<file path="config.mk">
export PLATFORM = sky130hd
export DESIGN_NAME = accuraterip_track_checksum_flat
export DESIGN_NICKNAME = d
export VERILOG_FILES = /design/src/atc_pkg.sv /design/src/atc_if.sv /design/src/atc_front.sv /design/src/atc_queue.sv /design/src/atc_back.sv /design/src/accuraterip_track_checksum.sv /design/src/flat_wrapper.sv
export SDC_FILE = /design/constraint.sdc
export NUM_CORES = 2
export LEC_CHECK = 0
export BUFFER_PORTS_ARGS = -buffer_cell sky130_fd_sc_hd__buf_2
export CELL_PAD_IN_SITES_DETAIL_PLACEMENT = 1
export CELL_PAD_IN_SITES_GLOBAL_PLACEMENT = 2
export CORE_MARGIN = 2
export CORE_UTILIZATION = 34
export DETAILED_ROUTE_END_ITERATION = 8
export PLACE_DENSITY = 0.7
export SETUP_SLACK_MARGIN = 0.5
export SLEW_MARGIN = 15
export SYNTH_ARGS = -nofsm -noshare
export SYNTH_HDL_FRONTEND = slang
export SYNTH_SLANG_ARGS = --single-unit
</file>
<file path="constraint.sdc">
create_clock -name clk_i -period 12.42 [get_ports clk_i]
set_input_delay 1.242 -clock clk_i [delete_from_list [all_inputs] [get_ports clk_i]]
set_output_delay 1.242 -clock clk_i [all_outputs]
set_load 0.005 [all_outputs]
</file>
<file path="src/atc_pkg.sv">
`default_nettype none

package atc_pkg;

  // Configuration register indexes.
  typedef logic [1:0] atc_reg_idx_t;
  localparam atc_reg_idx_t REG_TRACK_WORDS    = 2'd0;
  localparam atc_reg_idx_t REG_IS_FIRST_TRACK = 2'd1;
  localparam atc_reg_idx_t REG_IS_LAST_TRACK  = 2'd2;

  localparam int unsigned QUEUE_DEPTH = 4;
  localparam int unsigned QUEUE_PTR_W = $clog2(QUEUE_DEPTH);
  localparam int unsigned QUEUE_CNT_W = $clog2(QUEUE_DEPTH + 1);

  // One classified sample, as handed from the front end to the back end.
  typedef struct packed {
    logic [31:0] sample_word;
    logic [31:0] position;
    logic        counted;
  } atc_entry_t;

endpackage

`default_nettype wire

</file>
<file path="src/atc_if.sv">
`default_nettype none

interface atc_sample_if;
  logic        valid;
  logic        ready;
  logic [31:0] sample_word;

  modport source (output valid, output sample_word, input ready);
  modport sink (input valid, input sample_word, output ready);
endinterface

interface atc_result_if;
  logic        valid;
  logic        ready;
  logic [31:0] checksum_v1;
  logic [31:0] checksum_v2;
  logic        in_window;

  modport source (output valid, output checksum_v1, output checksum_v2, output in_window,
                  input ready);
  modport sink (input valid, input checksum_v1, input checksum_v2, input in_window,
                output ready);
endinterface

interface atc_cfg_if;
  logic        valid;
  logic        ready;
  logic [1:0]  reg_index;
  logic [31:0] wdata;

  modport source (output valid, output reg_index, output wdata, input ready);
  modport sink (input valid, input reg_index, input wdata, output ready);
endinterface

`default_nettype wire

</file>
<file path="src/atc_front.sv">
`default_nettype none

module atc_front
  import atc_pkg::*;
#(
  parameter int unsigned SECTOR_WORDS = 588,
  parameter int unsigned SKIP_SECTORS = 5
) (
  input  wire logic   clk_i,
  input  wire logic   rst_ni,
  atc_sample_if.sink  sample_i,
  atc_cfg_if.sink     cfg_i,
  input  wire logic   q_ready_i,
  output logic        q_push_o,
  output atc_entry_t  q_entry_o,
  output logic        restart_o
);

  localparam int unsigned SkipWords = SECTOR_WORDS * SKIP_SECTORS;
  localparam logic [32:0] SkipSpan  = 33'(SkipWords);

  logic [31:0] track_words_q, track_words_d;
  logic        is_first_q, is_first_d;
  logic        is_last_q, is_last_d;
  logic [31:0] pos_q, pos_d;
  logic        cfg_wr;
  logic        accept;
  logic        after_start;
  logic        before_end;
  logic [32:0] pos_shifted;

  assign cfg_i.ready    = 1'b1;
  assign cfg_wr         = cfg_i.valid && cfg_i.ready;
  assign sample_i.ready = q_ready_i;
  assign accept         = sample_i.valid && sample_i.ready;

  always_comb begin
    track_words_d = track_words_q;
    is_first_d    = is_first_q;
    is_last_d     = is_last_q;
    restart_o     = 1'b0;
    if (cfg_wr) begin
      unique case (cfg_i.reg_index)
        REG_TRACK_WORDS: begin
          track_words_d = cfg_i.wdata;
          restart_o     = 1'b1;
        end
        REG_IS_FIRST_TRACK: begin
          is_first_d = cfg_i.wdata[0];
          restart_o  = 1'b1;
        end
        REG_IS_LAST_TRACK: begin
          is_last_d = cfg_i.wdata[0];
          restart_o = 1'b1;
        end
        default: begin
        end
      endcase
    end
  end

  // On the last track the end bound test is done as pos + skip <= track_words so that a short
  // last track, whose end bound would be negative, never matches.
  assign pos_shifted = {1'b0, pos_q} + (is_last_q ? SkipSpan : 33'd0);
  assign after_start = !is_first_q || ({1'b0, pos_q} >= SkipSpan);
  assign before_end  = pos_shifted <= {1'b0, track_words_q};

  always_comb begin
    pos_d = pos_q;
    if (restart_o) begin
      pos_d = 32'd1;
    end else if (accept) begin
      pos_d = pos_q + 32'd1;
    end
  end

  assign q_push_o              = accept;
  assign q_entry_o.sample_word = sample_i.sample_word;
  assign q_entry_o.position    = pos_q;
  assign q_entry_o.counted     = after_start && before_end;

  always_ff @(posedge clk_i or negedge rst_ni) begin
    if (!rst_ni) begin
      track_words_q <= '0;
      is_first_q    <= 1'b0;
      is_last_q     <= 1'b0;
      pos_q         <= 32'd1;
    end else begin
      track_words_q <= track_words_d;
      is_first_q    <= is_first_d;
      is_last_q     <= is_last_d;
      pos_q         <= pos_d;
    end
  end

  a_pos_step: assert property (@(posedge clk_i) disable iff (!rst_ni)
    (accept && !restart_o) |=> (pos_q == $past(pos_q) + 32'd1))
    else $error("position did not advance on an accepted request");

  a_restart_pos: assert property (@(posedge clk_i) disable iff (!rst_ni)
    restart_o |=> (pos_q == 32'd1))
    else $error("position not restarted after a configuration write");

endmodule

`default_nettype wire

</file>
<file path="src/atc_queue.sv">
`default_nettype none

module atc_queue
  import atc_pkg::*;
(
  input  wire logic        clk_i,
  input  wire logic        rst_ni,
  input  wire logic        flush_i,
  input  wire logic        push_i,
  input  wire atc_entry_t  push_entry_i,
  output logic             ready_o,
  output logic             valid_o,
  input  wire logic        pop_i,
  output atc_entry_t       pop_entry_o
);

  atc_entry_t             mem_q [QUEUE_DEPTH];
  logic [QUEUE_PTR_W-1:0] wr_ptr_q, rd_ptr_q;
  logic [QUEUE_CNT_W-1:0] count_q;
  logic                   do_push, do_pop;

  assign ready_o     = count_q != QUEUE_CNT_W'(QUEUE_DEPTH);
  assign valid_o     = count_q != '0;
  assign do_push     = push_i && ready_o;
  assign do_pop      = pop_i && valid_o;
  assign pop_entry_o = mem_q[rd_ptr_q];

  always_ff @(posedge clk_i) begin
    if (do_push) begin
      mem_q[wr_ptr_q] <= push_entry_i;
    end
  end

  always_ff @(posedge clk_i or negedge rst_ni) begin
    if (!rst_ni) begin
      wr_ptr_q <= '0;
      rd_ptr_q <= '0;
      count_q  <= '0;
    end else if (flush_i) begin
      wr_ptr_q <= '0;
      rd_ptr_q <= '0;
      count_q  <= '0;
    end else begin
      if (do_push) begin
        wr_ptr_q <= (wr_ptr_q == QUEUE_PTR_W'(QUEUE_DEPTH - 1)) ? '0
                                                                : wr_ptr_q + QUEUE_PTR_W'(1);
      end
      if (do_pop) begin
        rd_ptr_q <= (rd_ptr_q == QUEUE_PTR_W'(QUEUE_DEPTH - 1)) ? '0
                                                                : rd_ptr_q + QUEUE_PTR_W'(1);
      end
      if (do_push && !do_pop) begin
        count_q <= count_q + QUEUE_CNT_W'(1);
      end else if (do_pop && !do_push) begin
        count_q <= count_q - QUEUE_CNT_W'(1);
      end
    end
  end

  a_count_bound: assert property (@(posedge clk_i) disable iff (!rst_ni)
    count_q <= QUEUE_CNT_W'(QUEUE_DEPTH))
    else $error("queue count beyond depth");

  a_count_track: assert property (@(posedge clk_i) disable iff (!rst_ni)
    (!flush_i && do_push && !do_pop) |=> (count_q == $past(count_q) + QUEUE_CNT_W'(1)))
    else $error("queue count missed a push");

endmodule

`default_nettype wire

</file>
<file path="src/atc_back.sv">
`default_nettype none

module atc_back
  import atc_pkg::*;
(
  input  wire logic        clk_i,
  input  wire logic        rst_ni,
  input  wire logic        restart_i,
  input  wire logic        q_valid_i,
  input  wire atc_entry_t  q_entry_i,
  output logic             q_pop_o,
  atc_result_if.source     result_o
);

  logic        advance;
  logic        mul_valid_q;
  logic        mul_counted_q;
  logic [63:0] mul_prod_q;
  logic        out_valid_q;
  logic        in_window_q;
  logic [31:0] sum_v1_q, sum_v1_d;
  logic [31:0] sum_v2_q, sum_v2_d;

  // The whole back end moves when the output register is free or being taken.
  assign advance = !out_valid_q || result_o.ready;
  assign q_pop_o = advance && q_valid_i;

  always_ff @(posedge clk_i) begin
    if (advance) begin
      mul_prod_q    <= 64'(q_entry_i.sample_word) * 64'(q_entry_i.position);
      mul_counted_q <= q_entry_i.counted;
    end
  end

  always_comb begin
    sum_v1_d = sum_v1_q;
    sum_v2_d = sum_v2_q;
    if (restart_i) begin
      sum_v1_d = '0;
      sum_v2_d = '0;
    end else if (advance && mul_valid_q && mul_counted_q) begin
      sum_v1_d = sum_v1_q + mul_prod_q[31:0];
      sum_v2_d = sum_v2_q + mul_prod_q[63:32] + mul_prod_q[31:0];
    end
  end

  always_ff @(posedge clk_i) begin
    if (advance && mul_valid_q) begin
      in_window_q <= mul_counted_q;
    end
  end

  always_ff @(posedge clk_i or negedge rst_ni) begin
    if (!rst_ni) begin
      mul_valid_q <= 1'b0;
      out_valid_q <= 1'b0;
      sum_v1_q    <= '0;
      sum_v2_q    <= '0;
    end else begin
      sum_v1_q <= sum_v1_d;
      sum_v2_q <= sum_v2_d;
      if (restart_i) begin
        mul_valid_q <= 1'b0;
        out_valid_q <= 1'b0;
      end else if (advance) begin
        mul_valid_q <= q_valid_i;
        out_valid_q <= mul_valid_q;
      end
    end
  end

  assign result_o.valid       = out_valid_q;
  assign result_o.checksum_v1 = sum_v1_q;
  assign result_o.checksum_v2 = sum_v2_q;
  assign result_o.in_window   = in_window_q;

  a_restart_clear: assert property (@(posedge clk_i) disable iff (!rst_ni)
    restart_i |=> (sum_v1_q == '0 && sum_v2_q == '0 && !out_valid_q))
    else $error("checksums not cleared on restart");

  a_sums_hold: assert property (@(posedge clk_i) disable iff (!rst_ni)
    (!restart_i && !(advance && mul_valid_q && mul_counted_q))
      |=> ($stable(sum_v1_q) && $stable(sum_v2_q)))
    else $error("checksum changed without a counted sample");

endmodule

`default_nettype wire

</file>
<file path="src/accuraterip_track_checksum.sv">
// Channel   Direction  Payload                                  Accepted when
// sample_i  in         sample_word[31:0]                        valid && ready
// result_o  out        checksum_v1[31:0], checksum_v2[31:0],    valid && ready
//                      in_window
// cfg_i     in         reg_index[1:0], wdata[31:0]              valid && ready
//
// One sample word is taken every cycle while the queue is not full; the multiplier stage
// is fully pipelined. Each sample passes through the queue, multiply and sum registers.
// A four-entry queue parts the window logic from the multiplier and accumulators.
// Reset and any write to a known register restart position at one and both sums at zero.
// sample_i.ready drops only when the queue is full; cfg_i is always ready.
`default_nettype none

module accuraterip_track_checksum
  import atc_pkg::*;
#(
  parameter int unsigned SECTOR_WORDS = 588,
  parameter int unsigned SKIP_SECTORS = 5
) (
  input  wire logic    clk_i,
  input  wire logic    rst_ni,
  atc_sample_if.sink   sample_i,
  atc_cfg_if.sink      cfg_i,
  atc_result_if.source result_o
);

  logic       restart;
  logic       push;
  logic       q_ready;
  logic       q_valid;
  logic       pop;
  atc_entry_t push_entry;
  atc_entry_t pop_entry;

  atc_front #(
    .SECTOR_WORDS(SECTOR_WORDS),
    .SKIP_SECTORS(SKIP_SECTORS)
  ) u_front (
    .clk_i     (clk_i),
    .rst_ni    (rst_ni),
    .sample_i  (sample_i),
    .cfg_i     (cfg_i),
    .q_ready_i (q_ready),
    .q_push_o  (push),
    .q_entry_o (push_entry),
    .restart_o (restart)
  );

  atc_queue u_queue (
    .clk_i        (clk_i),
    .rst_ni       (rst_ni),
    .flush_i      (restart),
    .push_i       (push),
    .push_entry_i (push_entry),
    .ready_o      (q_ready),
    .valid_o      (q_valid),
    .pop_i        (pop),
    .pop_entry_o  (pop_entry)
  );

  atc_back u_back (
    .clk_i     (clk_i),
    .rst_ni    (rst_ni),
    .restart_i (restart),
    .q_valid_i (q_valid),
    .q_entry_i (pop_entry),
    .q_pop_o   (pop),
    .result_o  (result_o)
  );

endmodule

`default_nettype wire
</file>
<file path="src/flat_wrapper.sv">
// flat-port wrapper written by rule: the top's interface ports become plain ports
module accuraterip_track_checksum_flat import atc_pkg::*;
#(
  parameter int unsigned SECTOR_WORDS = 588,
  parameter int unsigned SKIP_SECTORS = 5
)
  (clk_i, rst_ni, sample_i_valid, sample_i_sample_word, sample_i_ready, cfg_i_valid, cfg_i_reg_index, cfg_i_wdata, cfg_i_ready, result_o_valid, result_o_checksum_v1, result_o_checksum_v2, result_o_in_window, result_o_ready);
  atc_sample_if sample_i_i ();
  atc_cfg_if cfg_i_i ();
  atc_result_if result_o_i ();
  input  wire logic clk_i;
  input  wire logic rst_ni;
  input wire logic [$bits(sample_i_i.valid)-1:0] sample_i_valid;
  input wire logic [$bits(sample_i_i.sample_word)-1:0] sample_i_sample_word;
  output wire logic [$bits(sample_i_i.ready)-1:0] sample_i_ready;
  input wire logic [$bits(cfg_i_i.valid)-1:0] cfg_i_valid;
  input wire logic [$bits(cfg_i_i.reg_index)-1:0] cfg_i_reg_index;
  input wire logic [$bits(cfg_i_i.wdata)-1:0] cfg_i_wdata;
  output wire logic [$bits(cfg_i_i.ready)-1:0] cfg_i_ready;
  output wire logic [$bits(result_o_i.valid)-1:0] result_o_valid;
  output wire logic [$bits(result_o_i.checksum_v1)-1:0] result_o_checksum_v1;
  output wire logic [$bits(result_o_i.checksum_v2)-1:0] result_o_checksum_v2;
  output wire logic [$bits(result_o_i.in_window)-1:0] result_o_in_window;
  input wire logic [$bits(result_o_i.ready)-1:0] result_o_ready;
  assign sample_i_i.valid = sample_i_valid;
  assign sample_i_i.sample_word = sample_i_sample_word;
  assign sample_i_ready = sample_i_i.ready;
  assign cfg_i_i.valid = cfg_i_valid;
  assign cfg_i_i.reg_index = cfg_i_reg_index;
  assign cfg_i_i.wdata = cfg_i_wdata;
  assign cfg_i_ready = cfg_i_i.ready;
  assign result_o_valid = result_o_i.valid;
  assign result_o_checksum_v1 = result_o_i.checksum_v1;
  assign result_o_checksum_v2 = result_o_i.checksum_v2;
  assign result_o_in_window = result_o_i.in_window;
  assign result_o_i.ready = result_o_ready;
  accuraterip_track_checksum #(.SECTOR_WORDS(SECTOR_WORDS), .SKIP_SECTORS(SKIP_SECTORS)) u_core (.clk_i(clk_i), .rst_ni(rst_ni), .sample_i(sample_i_i), .cfg_i(cfg_i_i), .result_o(result_o_i));
endmodule
</file>
==> impl_results.html <==
<table>
<tr><th>Metric</th><th>Value</th></tr>
<tr><th colspan="2">Outcome</th></tr>
<tr><td>Run status</td><td>finished, final reports clean</td></tr>
<tr><th colspan="2">Floorplanning</th></tr>
<tr><td>Core region area</td><td>approximately 160000 µm²</td></tr>
<tr><td>Die X-Extent</td><td>approximately 400 µm</td></tr>
<tr><td>Count of boundary I/O pins</td><td>139</td></tr>
<tr><td>Die area</td><td>165200 µm²</td></tr>
<tr><td>Starting density of the core</td><td>34.25%</td></tr>
<tr><td>Height of the die</td><td>406.4 µm</td></tr>
<tr><td># rows</td><td>approximately 150</td></tr>
<tr><th colspan="2">Drt</th></tr>
<tr><td>Residual DRC</td><td>0</td></tr>
<tr><td>Total routed wirelength</td><td>189400 µm</td></tr>
<tr><td>Vias post-DR</td><td>40130</td></tr>
<tr><td>Avg WL per Cell</td><td>~24 µm</td></tr>
<tr><td>Detailed-routing iteration count for the pre-antenna-repair pass</td><td>5</td></tr>
<tr><td>Vias per Instance</td><td>5.116</td></tr>
<tr><td>Final ANT Viol Nets</td><td>0</td></tr>
<tr><td>Number of DRC markers in iteration 0</td><td>2199</td></tr>
<tr><th colspan="2">STA</th></tr>
<tr><td>Top achievable clock speed</td><td>a little over 0.1 GHz</td></tr>
<tr><td>Final TNS setup</td><td>0 ps</td></tr>
<tr><td>Unrepaired setup endpoints after global routing</td><td>false</td></tr>
<tr><td>Worst slew margin relative to its limit</td><td>between 15 and 20%</td></tr>
<tr><td>Final Skew</td><td>between 80 and 90 ps</td></tr>
<tr><td>Final-report setup violation count</td><td>0</td></tr>
<tr><td>Ratio of final minimum period to clock period</td><td>slightly below 80%</td></tr>
<tr><td>Number of hold violations in the final report</td><td>0</td></tr>
<tr><td>Slew of the pin with the lowest slew margin</td><td>1230 ps</td></tr>
<tr><td>Final min period</td><td>roughly 9800 ps</td></tr>
<tr><td>Number of slew-limit violations in the final report</td><td>0</td></tr>
<tr><th colspan="2">Run</th></tr>
<tr><td>Max-cap viol count</td><td>0</td></tr>
<tr><th colspan="2">Cells and area</th></tr>
<tr><td>Count of filler cells inserted in the layout</td><td>roughly 18000</td></tr>
<tr><td>Post-layout net count</td><td>about 7000</td></tr>
<tr><td>Share of cells above drive strength 1</td><td>roughly 8.9%</td></tr>
<tr><td>Post-route insts no fill</td><td>slightly below 8000</td></tr>
<tr><td>Area Overhead vs Synth</td><td>9.948%</td></tr>
<tr><td>Core occupancy in the finished layout</td><td>37.66%</td></tr>
<tr><th colspan="2">Worst setup path</th></tr>
<tr><td>Critical Path Fanout Max</td><td>46</td></tr>
<tr><td>Most used cell, CP</td><td>sky130_fd_sc_hd__fa_1</td></tr>
<tr><td>Type of destination of the critical path</td><td>flop</td></tr>
<tr><td>Startpoint type of the worst setup path</td><td>flop</td></tr>
<tr><td>Crit path arrival time</td><td>10120 ps</td></tr>
<tr><td>Crit-path max cell delay</td><td>880 ps</td></tr>
<tr><td>Crit Path Category</td><td>flop to flop</td></tr>
<tr><td>Critical path's slowest cell</td><td>sky130_fd_sc_hd__dfrtp_4</td></tr>
<tr><td>Required time of the critical path</td><td>approximately 13000 ps</td></tr>
<tr><th colspan="2">Clock network</th></tr>
<tr><td>CTS tree</td><td>built</td></tr>
<tr><td>Number of gates resized after CTS</td><td>0</td></tr>
<tr><td>Post-CTS Hold Fix Bufs</td><td>0</td></tr>
<tr><td>CTS buffer count</td><td>between 50 and 60</td></tr>
<tr><td>Clock-pin slew of the registers on the worst-case setup and hold paths</td><td>roughly 60 ps</td></tr>
<tr><td>Number of buffers inserted by post-CTS setup repair</td><td>0</td></tr>
<tr><td>Maximum buffer depth of the clock tree</td><td>3</td></tr>
<tr><td>CTS Root Buffer Type</td><td>sky130_fd_sc_hd__clkbuf_16</td></tr>
<tr><td>H-tree levels</td><td>2</td></tr>
<tr><td>Number of sinks driven by the clock tree</td><td>roughly 470</td></tr>
<tr><td>Later-pin clock latency in the skew report</td><td>690 ps</td></tr>
<tr><th colspan="2">Global route</th></tr>
<tr><td>Aggregate global routing overflow</td><td>0</td></tr>
<tr><td>Total track usage</td><td>around a quarter</td></tr>
<tr><td>Wire length of the first global-routing pass</td><td>between 200000 and 300000 µm</td></tr>
<tr><td>Vias in the first global route</td><td>44150</td></tr>
<tr><td>Number of antenna violations at the first check in global routing</td><td>14</td></tr>
<tr><td>Maximum number of pins on one net before global-route repair</td><td>between 70 and 80</td></tr>
<tr><th colspan="2">Synthesis</th></tr>
<tr><td>Sequential-to-total area share from yosys stat</td><td>about a quarter</td></tr>
<tr><td>Ranking of synthesized cells by instance count</td><td>sky130_fd_sc_hd__inv_1 (951), sky130_fd_sc_hd__fa_1 (931), sky130_fd_sc_hd__nor2_1 (716)</td></tr>
<tr><td>Cells after Synth</td><td>5603</td></tr>
<tr><td>Netlist cell types</td><td>85</td></tr>
<tr><td>Post-synth EDFFs</td><td>326</td></tr>
<tr><td>Average size of a mapped cell</td><td>about 10 µm²</td></tr>
<tr><td>Cell type with the largest total area after synthesis</td><td>sky130_fd_sc_hd__fa_1</td></tr>
<tr><td>Fraction of synthesis flops using an asynchronous set or reset pin</td><td>~30%</td></tr>
<tr><td>Total nets after synthesis</td><td>6976</td></tr>
<tr><td>Yosys warning count</td><td>0</td></tr>
<tr><td>Top area cells in the synthesized netlist</td><td>sky130_fd_sc_hd__fa_1 (34%), sky130_fd_sc_hd__edfxtp_1 (18%), sky130_fd_sc_hd__ha_1 (8.4%)</td></tr>
<tr><td>Main synth FF type</td><td>sky130_fd_sc_hd__edfxtp_1</td></tr>
<tr><td>Cell area after synthesis</td><td>about 55000 µm²</td></tr>
<tr><td>Area share of the largest cell type after synthesis</td><td>about 34%</td></tr>
<tr><td>Most repeated cell in the gate-level netlist after synthesis</td><td>sky130_fd_sc_hd__inv_1</td></tr>
<tr><td>Post-synthesis register bit count</td><td>465</td></tr>
<tr><th colspan="2">Place</th></tr>
<tr><td>Buffers added on ports</td><td>roughly 140</td></tr>
<tr><td>Half-perimeter wire length of the detailed placement result</td><td>between 150000 and 200000 µm</td></tr>
<tr><td>GPL Wtd Cong</td><td>0.8761</td></tr>
<tr><td>Number of cells after detailed placement</td><td>7739</td></tr>
<tr><th colspan="2">Min path</th></tr>
<tr><td>Type of the most critical hold path</td><td>input port to asynchronous set/reset pin</td></tr>
</table>
-- cell families (layout without fill, tap and decap cells) --
logic type | after synthesis | after routing | synth area share (%)
buffers and inverters | 1227 | 1305 | 8.423
AND/OR/NAND/NOR | 1676 | 1676 | 12.53
adder cells (fa/ha/maj) | 1302 | 1302 | 42.28
XOR/XNOR | 161 | 161 | 2.561
other | 1 | 3 | 0.006810
flip-flops | 465 | 465 | 24.10
multiplexers | 130 | 130 | 2.620
AO/OA/AOI/OAI | 641 | 641 | 7.481
-- state kept, by name (all words and copies together) (netlist names) --
signal and flops:
u_core.u_queue.mem_q 260, u_core.u_back.result_o.valid 1, u_core.u_back.result_o.checksum_v1 32, u_core.u_back.mul_prod_q 64, u_core.u_front.is_last_q 1, u_core.u_front.track_words_q 32
u_core.u_back.mul_valid_q 1, u_core.u_back.result_o.checksum_v2 32, u_core.u_front.pos_q 32, u_core.u_front.is_first_q 1, u_core.u_queue.rd_ptr_q 2, u_core.u_back.mul_counted_q 1
u_core.u_queue.wr_ptr_q 2, u_core.u_back.result_o.in_window 1, u_core.u_queue.count_q 3
-- per-stage QoR --
stage / instance area, µm² / hold slack [ps] / worst slack, ps
after global placement: 58600 / 474.5 / 2714
after floorplan: 55060 / 441.5 / 3795
after CTS: 60540 / 450.2 / 2588
after global routing: 60540 / 483.9 / 2182
after detailed placement: 58600 / 488.6 / 2584
final: 60540 / 467.3 / 2649
-- critical path: cells and delay by family (launching register included) --
family | cells | cell delay, ps
compound gates | 8 | 2220
xor+xnor | 1 | 150
fa+ha+maj | 9 | 4350
buf+inv | 7 | 680
flops | 1 | 880
mux | 1 | 420
simple gates | 3 | 670
-- cells in the final DEF, fill, tap and decap left out, types with 114 or more instances in the layout --
master	netlist	final
sky130_fd_sc_hd__edfxtp_1	326	326
sky130_fd_sc_hd__dfrtp_1	138	136
sky130_fd_sc_hd__inv_1	951	951
sky130_fd_sc_hd__fa_1	931	931
sky130_fd_sc_hd__ha_1	371	371
sky130_fd_sc_hd__buf_4	1	114
sky130_fd_sc_hd__a21oi_1	186	186
sky130_fd_sc_hd__buf_2	17	136
sky130_fd_sc_hd__nor2_1	716	716
sky130_fd_sc_hd__nand2_1	708	707
-- final cells by class --
cell class	count	area (µm²)	share of cell area, %
multi-input cells	3911	37480	61.92
flip-flops and latches	465	13280	21.93
inverters	951	3570	5.896
well taps	2160	2703	4.464
repair buffers	252	1568	2.590
clock buffers	61	1430	2.362
clock inverters	41	504.2	0.8329
diodes	2	5.005	0.008267
-- routing by layer --
layer	GRT usage (%)	share of wire [%]	wire, µm
met5	0	0.018	34
met4	5.549	2.5	4766
met3	2.645	4.1	7828
met2	39.01	48	91070
met1	32.39	45	85660
-- final timing paths --
| kind | cells past startpoint | slack (ps) | startpoint | end |
|---|---|---|---|---|
| min reg2reg | 0 | 500 | u_core.u_back.mul_counted_q$_DFFE_PN_ | u_core.u_back.result_o.in_window$_DFFE_PP_ |
| min in group clk_i | 0 | 500 | u_core.u_back.mul_counted_q$_DFFE_PN_ | u_core.u_back.result_o.in_window$_DFFE_PP_ |
| min | 1 | 470 | rst_ni | u_core.u_front.pos_q[25]$_DFFE_PN0P_ |
| max | 29 | 2650 | u_core.u_queue.rd_ptr_q[0]$_DFFE_PN0P_ | u_core.u_back.mul_prod_q[58]$_DFFE_PN_ |
| max in group asynchronous | 3 | 10020 | rst_ni | u_core.u_queue.rd_ptr_q[1]$_DFFE_PN0P_ |
| max reg2reg | 29 | 2650 | u_core.u_queue.rd_ptr_q[0]$_DFFE_PN0P_ | u_core.u_back.mul_prod_q[58]$_DFFE_PN_ |
Power is not shown: default switching activity piles up to over one toggle a cycle in this logic, so the estimate is an artifact.
